<file path="config.mk">
export PLATFORM = sky130hd
export DESIGN_NAME = embedded_free_list_allocator
export DESIGN_NICKNAME = d
export VERILOG_FILES = /design/src/rtl/core/efla_pkg.sv /design/src/rtl/core/efla_ctrl.sv /design/src/rtl/core/efla_dp.sv /design/src/rtl/core/embedded_free_list_allocator.sv
export SDC_FILE = /design/constraint.sdc
export NUM_CORES = 2
export LEC_CHECK = 0
export ABC_AREA = 0
export BUFFER_PORTS_ARGS = -buffer_cell sky130_fd_sc_hd__buf_4
export CAP_MARGIN = 20
export CORE_ASPECT_RATIO = 0.5
export CORE_MARGIN = 3
export CORE_UTILIZATION = 65
export CTS_BUF_LIST = sky130_fd_sc_hd__clkbuf_4
export DETAILED_ROUTE_END_ITERATION = 12
export PLACE_DENSITY_LB_ADDON = 0.15
export SLEW_MARGIN = 20
export SYNTH_ARGS = -nofsm -noshare
export SYNTH_HDL_FRONTEND = slang
export SYNTH_SLANG_ARGS = --single-unit
export TNS_END_PERCENT = 30
</file>
<file path="constraint.sdc">
create_clock -name clk_i -period 36.2 [get_ports clk_i]
set_input_delay 1.81 -clock clk_i [delete_from_list [all_inputs] [get_ports clk_i]]
set_output_delay 1.81 -clock clk_i [all_outputs]
set_load 0.02 [all_outputs]
</file>
<file path="src/rtl/core/efla_pkg.sv">
// shared types and constants for the embedded free-list allocator
// used by efla_ctrl, efla_dp and the top level; no dependencies
package efla_pkg;

  localparam int unsigned IdxW     = 8;
  localparam int unsigned SizeW    = 16;
  localparam int unsigned OffW     = 24;
  localparam int unsigned CfgDataW = 16;
  localparam int unsigned Depth    = 256;
  localparam logic [IdxW-1:0] MaxBlocks = 8'd255;

  // register indexes of the config port
  localparam logic CfgBlockCount = 1'b0;
  localparam logic CfgBlockSize  = 1'b1;

  typedef enum logic [1:0] {
    CMD_ALLOC   = 2'd0,
    CMD_RELEASE = 2'd1,
    CMD_REINIT  = 2'd2,
    CMD_NOP     = 2'd3
  } cmd_e;

  typedef enum logic [1:0] {
    ST_OK    = 2'd0,
    ST_EMPTY = 2'd1,
    ST_RANGE = 2'd2
  } status_e;

  typedef enum logic [1:0] {
    FIN_NONE   = 2'd0,
    FIN_DIRECT = 2'd1,
    FIN_ALLOC  = 2'd2,
    FIN_REINIT = 2'd3
  } fin_e;

  typedef struct packed {
    logic capture;
    logic link_rd;
    logic walk_clr;
    logic walk_wr;
    fin_e fin;
  } efla_cmd_t;

  typedef struct packed {
    cmd_e cmd;
    logic pool_empty;
    logic pool_none;
    logic walk_last;
    logic out_free;
  } efla_stat_t;

endpackage

</file>
<file path="src/rtl/core/efla_ctrl.sv">
// controller state machine of the free-list allocator
// depends on efla_pkg; drives efla_dp through efla_cmd_t
module efla_ctrl import efla_pkg::*; (
  input  logic       clk_i,
  input  logic       rst_ni,
  input  logic       in_valid_i,
  output logic       in_stall_o,
  input  efla_stat_t stat_i,
  output efla_cmd_t  cmd_o
);

  typedef enum logic [4:0] {
    S_IDLE = 5'b00001,
    S_EXEC = 5'b00010,
    S_LINK = 5'b00100,
    S_WALK = 5'b01000,
    S_FINR = 5'b10000
  } state_e;

  state_e state_q, state_d;

  always_comb begin
    state_d  = state_q;
    cmd_o    = '{capture: 1'b0, link_rd: 1'b0, walk_clr: 1'b0, walk_wr: 1'b0, fin: FIN_NONE};
    in_stall_o = 1'b1;
    unique case (state_q)
      S_IDLE: begin
        in_stall_o = 1'b0;
        if (in_valid_i) begin
          cmd_o.capture = 1'b1;
          state_d       = S_EXEC;
        end
      end
      S_EXEC: begin
        unique case (stat_i.cmd)
          CMD_ALLOC: begin
            if (!stat_i.pool_empty) begin
              cmd_o.link_rd = 1'b1;
              state_d       = S_LINK;
            end else if (stat_i.out_free) begin
              cmd_o.fin = FIN_DIRECT;
              state_d   = S_IDLE;
            end
          end
          CMD_REINIT: begin
            if (!stat_i.pool_none) begin
              cmd_o.walk_clr = 1'b1;
              state_d        = S_WALK;
            end else if (stat_i.out_free) begin
              cmd_o.fin = FIN_REINIT;
              state_d   = S_IDLE;
            end
          end
          default: begin
            if (stat_i.out_free) begin
              cmd_o.fin = FIN_DIRECT;
              state_d   = S_IDLE;
            end
          end
        endcase
      end
      S_LINK: begin
        if (stat_i.out_free) begin
          cmd_o.fin = FIN_ALLOC;
          state_d   = S_IDLE;
        end
      end
      S_WALK: begin
        cmd_o.walk_wr = 1'b1;
        if (stat_i.walk_last) begin
          state_d = S_FINR;
        end
      end
      S_FINR: begin
        if (stat_i.out_free) begin
          cmd_o.fin = FIN_REINIT;
          state_d   = S_IDLE;
        end
      end
      default: begin
        state_d = S_IDLE;
      end
    endcase
  end

  always_ff @(posedge clk_i or negedge rst_ni) begin
    if (!rst_ni) begin
      state_q <= S_IDLE;
    end else begin
      state_q <= state_d;
    end
  end

  a_link_follows_read: assert property (@(posedge clk_i) disable iff (!rst_ni)
    cmd_o.link_rd |=> state_q == S_LINK)
    else $error("link read not followed by link state");

  a_walk_ends_in_fin: assert property (@(posedge clk_i) disable iff (!rst_ni)
    (state_q == S_WALK && stat_i.walk_last) |=> state_q == S_FINR)
    else $error("walk did not finish");

  a_idle_after_fin: assert property (@(posedge clk_i) disable iff (!rst_ni)
    cmd_o.fin != FIN_NONE |=> state_q == S_IDLE)
    else $error("state left busy after result");

endmodule

</file>
<file path="src/rtl/core/efla_dp.sv">
// datapath of the free-list allocator: link memory, head, free count,
// config registers, offset multiplier and result register; uses efla_pkg
module efla_dp import efla_pkg::*; (
  input  logic                clk_i,
  input  logic                rst_ni,
  input  efla_cmd_t           cmd_i,
  output efla_stat_t          stat_o,
  input  logic [1:0]          command_i,
  input  logic [IdxW-1:0]     release_index_i,
  input  logic                cfg_we_i,
  input  logic                cfg_index_i,
  input  logic [CfgDataW-1:0] cfg_data_i,
  output logic                out_valid_o,
  input  logic                out_stall_i,
  output logic [1:0]          status_o,
  output logic [IdxW-1:0]     block_index_o,
  output logic [OffW-1:0]     byte_offset_o,
  output logic [IdxW-1:0]     free_count_o
);

  logic [IdxW-1:0]  block_count_q;
  logic [SizeW-1:0] block_size_q;
  cmd_e             cmd_q;
  logic [IdxW-1:0]  rel_q;
  logic [IdxW-1:0]  head_q, head_d;
  logic [IdxW-1:0]  free_q, free_d;
  logic [IdxW-1:0]  cnt_q;
  logic [IdxW-1:0]  link_q;
  logic [IdxW-1:0]  pool_n;
  logic             rel_ok;

  logic             out_valid_q;
  status_e          status_q, status_d;
  logic [IdxW-1:0]  idx_q, idx_d;
  logic [OffW-1:0]  off_q, off_d;
  logic [IdxW-1:0]  fcnt_q;
  logic             out_load;

  logic             mem_we;
  logic [IdxW-1:0]  mem_waddr;
  logic [IdxW-1:0]  mem_wdata;
  logic [IdxW-1:0]  mem [Depth];

  assign pool_n   = (block_count_q > MaxBlocks) ? MaxBlocks : block_count_q;
  assign rel_ok   = rel_q < pool_n;
  assign out_load = cmd_i.fin != FIN_NONE;

  assign stat_o.cmd        = cmd_q;
  assign stat_o.pool_empty = free_q == '0;
  assign stat_o.pool_none  = pool_n == '0;
  assign stat_o.walk_last  = cnt_q == (pool_n - 8'd1);
  assign stat_o.out_free   = !out_valid_q || !out_stall_i;

  // list update and result fields
  always_comb begin
    head_d   = head_q;
    free_d   = free_q;
    status_d = ST_OK;
    idx_d    = '0;
    off_d    = '0;
    unique case (cmd_i.fin)
      FIN_ALLOC: begin
        head_d = link_q;
        free_d = free_q - 8'd1;
        idx_d  = head_q;
        off_d  = OffW'(head_q) * OffW'(block_size_q);
      end
      FIN_REINIT: begin
        head_d = '0;
        free_d = pool_n;
      end
      FIN_DIRECT: begin
        if (cmd_q == CMD_ALLOC) begin
          status_d = ST_EMPTY;
        end else if (cmd_q == CMD_RELEASE) begin
          if (!rel_ok) begin
            status_d = ST_RANGE;
          end else begin
            head_d = rel_q;
            free_d = (free_q != 8'hFF) ? free_q + 8'd1 : free_q;
          end
        end
      end
      default: begin
        head_d = head_q;
      end
    endcase
  end

  assign mem_we    = cmd_i.walk_wr ||
                     (cmd_i.fin == FIN_DIRECT && cmd_q == CMD_RELEASE && rel_ok);
  assign mem_waddr = cmd_i.walk_wr ? cnt_q : rel_q;
  assign mem_wdata = cmd_i.walk_wr ? cnt_q + 8'd1 : head_q;

  always_ff @(posedge clk_i) begin
    if (mem_we) begin
      mem[mem_waddr] <= mem_wdata;
    end
    if (cmd_i.link_rd) begin
      link_q <= mem[head_q];
    end
  end

  always_ff @(posedge clk_i or negedge rst_ni) begin
    if (!rst_ni) begin
      block_count_q <= 8'd255;
      block_size_q  <= 16'd16;
      cmd_q         <= CMD_ALLOC;
      rel_q         <= '0;
      head_q        <= '0;
      free_q        <= '0;
      cnt_q         <= '0;
      out_valid_q   <= 1'b0;
    end else begin
      if (cfg_we_i) begin
        unique case (cfg_index_i)
          CfgBlockCount: block_count_q <= cfg_data_i[IdxW-1:0];
          CfgBlockSize:  block_size_q  <= cfg_data_i[SizeW-1:0];
          default:       block_size_q  <= block_size_q;
        endcase
      end
      if (cmd_i.capture) begin
        cmd_q <= cmd_e'(command_i);
        rel_q <= release_index_i;
      end
      if (cmd_i.walk_clr) begin
        cnt_q <= '0;
      end else if (cmd_i.walk_wr) begin
        cnt_q <= cnt_q + 8'd1;
      end
      head_q <= head_d;
      free_q <= free_d;
      if (out_load) begin
        out_valid_q <= 1'b1;
      end else if (!out_stall_i) begin
        out_valid_q <= 1'b0;
      end
    end
  end

  always_ff @(posedge clk_i) begin
    if (out_load) begin
      status_q <= status_d;
      idx_q    <= idx_d;
      off_q    <= off_d;
      fcnt_q   <= free_d;
    end
  end

  assign out_valid_o   = out_valid_q;
  assign status_o      = status_q;
  assign block_index_o = idx_q;
  assign byte_offset_o = off_q;
  assign free_count_o  = fcnt_q;

  a_no_overwrite: assert property (@(posedge clk_i) disable iff (!rst_ni)
    (out_valid_q && out_stall_i) |-> !out_load)
    else $error("result overwritten while stalled");

  a_alloc_nonempty: assert property (@(posedge clk_i) disable iff (!rst_ni)
    cmd_i.fin == FIN_ALLOC |-> free_q != '0)
    else $error("allocate from empty pool");

  a_walk_in_pool: assert property (@(posedge clk_i) disable iff (!rst_ni)
    cmd_i.walk_wr |-> cnt_q < pool_n)
    else $error("walk beyond pool");

  a_reinit_count: assert property (@(posedge clk_i) disable iff (!rst_ni)
    cmd_i.fin == FIN_REINIT |=> free_q == $past(pool_n) && head_q == '0)
    else $error("reinitialise left wrong list state");

endmodule

</file>
<file path="src/rtl/core/embedded_free_list_allocator.sv">
// top level of the embedded free-list allocator
// instantiates efla_ctrl and efla_dp; uses efla_pkg
//
// Usage: one command beat enters on in_valid_i/in_stall_o (command_i,
// release_index_i) and exactly one result beat leaves on
// out_valid_o/out_stall_i (status_o, block_index_o, byte_offset_o,
// free_count_o). One command is in flight at a time.
// Release, empty allocate and the unused command finish straight from
// the execute state; allocate adds the registered read of the link
// memory at the head; reinitialise walks the pool, writing one link
// entry per cycle, then finishes, or finishes straight from the execute
// state with an empty pool.
// The next command beat is taken in the cycle after the result is loaded,
// even while that result is still held by a stalling receiver; a command
// then waits for the result register before finishing.
// Reset clears the free count and head, so the pool is empty until a
// reinitialise or a release; block_count resets to 255 and block_size to 16.
// Config writes (cfg_we_i, cfg_index_i, cfg_data_i) take effect at once
// and must be made while no command is in flight.
module embedded_free_list_allocator import efla_pkg::*; (
  input  logic                clk_i,
  input  logic                rst_ni,
  input  logic                in_valid_i,
  output logic                in_stall_o,
  input  logic [1:0]          command_i,
  input  logic [IdxW-1:0]     release_index_i,
  output logic                out_valid_o,
  input  logic                out_stall_i,
  output logic [1:0]          status_o,
  output logic [IdxW-1:0]     block_index_o,
  output logic [OffW-1:0]     byte_offset_o,
  output logic [IdxW-1:0]     free_count_o,
  input  logic                cfg_we_i,
  input  logic                cfg_index_i,
  input  logic [CfgDataW-1:0] cfg_data_i
);

  efla_cmd_t  ctl_cmd;
  efla_stat_t dp_stat;

  efla_ctrl u_ctrl (
    .clk_i      (clk_i),
    .rst_ni     (rst_ni),
    .in_valid_i (in_valid_i),
    .in_stall_o (in_stall_o),
    .stat_i     (dp_stat),
    .cmd_o      (ctl_cmd)
  );

  efla_dp u_dp (
    .clk_i           (clk_i),
    .rst_ni          (rst_ni),
    .cmd_i           (ctl_cmd),
    .stat_o          (dp_stat),
    .command_i       (command_i),
    .release_index_i (release_index_i),
    .cfg_we_i        (cfg_we_i),
    .cfg_index_i     (cfg_index_i),
    .cfg_data_i      (cfg_data_i),
    .out_valid_o     (out_valid_o),
    .out_stall_i     (out_stall_i),
    .status_o        (status_o),
    .block_index_o   (block_index_o),
    .byte_offset_o   (byte_offset_o),
    .free_count_o    (free_count_o)
  );

endmodule
</file>
==> results.ini <==
[power_and_ir_drop]
p_int_uw=4740
switching_share_pct=33.9
power_frac_comb_pct=31.8
p_clk_share_pct=24.9
powerDensity_mw_per_mm2=74.2
seq_power_share_pct=43.4
p_switching_uw=2430
p_leak_uw=0.0311
ir_worst_vdd_v=0.0000517

[sta]
rsz0062_at_grt=false
clock-skew-final_ns=0.120
fmax_mhz=146
final_max_slew_viol_count=0
setup_viol=0
period_needed_ns=6.85
final_hold_viol_count=0
finalCritPeriodShare_pct=18.9
setup_slack_ns=29.35
finalSetupTns_ns=0
tightest_slew_ns=1.24
max_slew_margin_pct=16.7

[cts]
clk_pin_slew_ns=0.08
cts_tree=yes
cts_inserted_buffers=453
cts_setup_buffers=0
worstSkewPairLatency_ns=1.23
cts-resized-gates=0
clock_sinks=2162
clockRootBuffer=clkbuf_4
clockBufferDepth=4
htreeDepth=5
hold_buffers=0

[synthesis]
async_flop_share_pct=2.96
yosys.area.top_type=edfxtp_1
synth_area_mm2=0.0886
yosysWarnings=0
synth_cells=4519
synth_ff_type=edfxtp_1
synth_nets=4690
synth_seq_cells=2162
synth.avg_cell_area_um2=19.6
synthTopCellsByArea=edfxtp_1 (71%), mux4_2 (14%), fa_1 (1.9%), dfrtp_1 (1.5%), nor2_1 (1.3%)
synth_common_cells=edfxtp_1 (2098), mux4_2 (552), nor2_1 (315)
synth-edff-count=2098
synth-seq-area-share_pct=72.9
synth_top_area_share_pct=71.1
yosysMostFrequentCell=edfxtp_1
ys_types=70

[setup_path]
slowest_stage=buf_4
worst-path-buf-inv=5
crit_path_start_kind=flip-flop
crit_chain=buf_12 > buf_12 > buf_4 > buf_4 > buf_4 > mux4_2 > mux4_2 > mux2i_1 > o21ai_0 > nor3_1 > nor4_1
worst_path_most_repeated_cell=buf_4
crit_family=buffers and inverters
crit_arrival_ns=7.74
cp_max_fo=106
path_class=flip-flop to flip-flop
end_kind=flip-flop
max_stage_delay_ns=0.81
required_ns=37.09

[drt]
route.met3.wl_um=34200
drc=0
wirelength_um=222000
firstDrtPassIters=7
top_layer=met5
viasPerCell=6.78
first_iter_violations=6934
wl_met2_um=97900
postRouteAntennaNets=0
wl_met1_um=83100
wire_per_inst_um=31.7
num_vias=47300

[cells_and_area]
drive_above_1_share_pct=28.9
finalNetCount=5037
post-route-util_pct=71.7
fillers=8104
area_growth_pct=9.03

[place]
place_ws_ns=29.35
gp_congestion=0.945
numPortBuffers=75
hpwl_um=138000

[min_path]
hold_class=flip-flop to flip-flop

[floorplan]
die_width_um=528
fp-row-count=95
start_util_pct=65.7
die_h_um=267
die_area_mm2=0.141
core-area_mm2=0.135
io_pins=76

[global_route]
overflow=0
grt_pass1_wl_um=324000
first_global_vias=47200
gr-usage-all-layers_pct=32.1
grt_max_degree=254
antenna_found_initial=10

[outcome]
status=complete, no violations

[run]
drv_cap=0

## cells by family (layout without fill, tap and decap cells)
group                      count (synthesis)  count (layout)  share of synthesized area, %
adders and majority gates                139             139                          2.67
other                                      0               8                             0
muxes                                    636             636                          15.0
DFF                                     2162            2162                          72.9
and+or+nand+nor                          772             772                          3.97
buffers and inverters                    381            1045                          1.94
AOI/OAI and AO/OA                        391             391                          3.09
xor gates and xnor gates                  38              38                         0.376
## cell usage in the layout (no fill, tap or decap), types with 13 or more instances in the layout
cell / n
a211oi_1: 25
a21oi_1: 51
a221oi_1: 51
a22o_1: 42
a22oi_1: 38
a31oi_1: 13
and2_1: 117
and3_1: 14
buf_4: 142
clkbuf_4: 670
clkinv_1: 68
dfrtp_1: 48
edfxtp_1: 2098
fa_1: 84
ha_1: 55
inv_1: 122
mux2_2: 36
mux2i_1: 48
mux4_2: 552
nand2_1: 206
nand3_1: 20
nand3b_1: 16
nor2_1: 308
nor3_1: 30
o21ai_0: 73
o22ai_1: 31
xnor2_1: 22
xor2_1: 16
## worst paths after layout
kind	slack, ns	to	start	depth (start not counted)
min in group asynchronous	0.76	u_dp.head_q[0]	rst_ni	1
worst max-delay path	29.35	u_dp.link_q[0]	u_dp.head_q[0]	11
max in group asynchronous	34.76	u_dp.head_q[1]	rst_ni	1
worst min-delay path	0.61	u_dp.cmd_q[1]	u_dp.cmd_q[1]	1
worst max register to register	29.35	u_dp.link_q[0]	u_dp.head_q[0]	11
worst min register to register	0.61	u_dp.cmd_q[1]	u_dp.cmd_q[1]	1
## final cells by class
type	instances	area, um2	area share (%)
clock buffer	670	5030	5.21
multi-input combinational	1976	22500	23.2
timing repair buffer	150	1230	1.28
inverter	123	467	0.483
antenna	8	20.0	0.0207
clock inverter	102	528	0.547
tap	1794	2240	2.32
sequential	2162	64600	66.9
## per-stage QoR
stage	hold WS (ns)	total power, uW	cell area, um2	instances
finish	0.605	7170	96600	6985
global route	0.633	7480	96600	6982
CTS	0.602	7140	96500	6974
detailed placement	0.582	5390	91000	6202
global placement	0.578	5340	90900	6202
floorplan	0.498	4830	88600	4519
## power groups by stage
stage	Clock, uW	Combinational [uW]	Sequential [uW]
global route	1930	2440	3110
floorplan	0	1540	3300
global placement	0	2180	3160
finish	1780	2280	3110
detailed placement	0	2230	3160
CTS	1800	2240	3110
## per-layer routing
layer  vias up  global-route usage (%)
li1      19200                       -
met3       402                    13.1
met4         8                    9.73
met5         -                   0.967
met1     24400                    46.7
met2      3323                    45.2
## state kept, by name (all words and copies together) (netlist names), 5 cells and up
| name | count |
|---|---|
| u_dp.link_q | 8 |
| u_dp.free_count_o | 8 |
| u_dp.head_q | 8 |
| u_dp.byte_offset_o | 24 |
| u_dp.rel_q | 8 |
| u_ctrl.state_q | 5 |
| u_dp.block_count_q | 8 |
| u_dp.block_index_o | 8 |
| u_dp.mem | 2048 |
| u_dp.free_q | 8 |
| u_dp.cnt_q | 8 |
| u_dp.block_size_q | 16 |
Power figures use the tool's default switching activity.
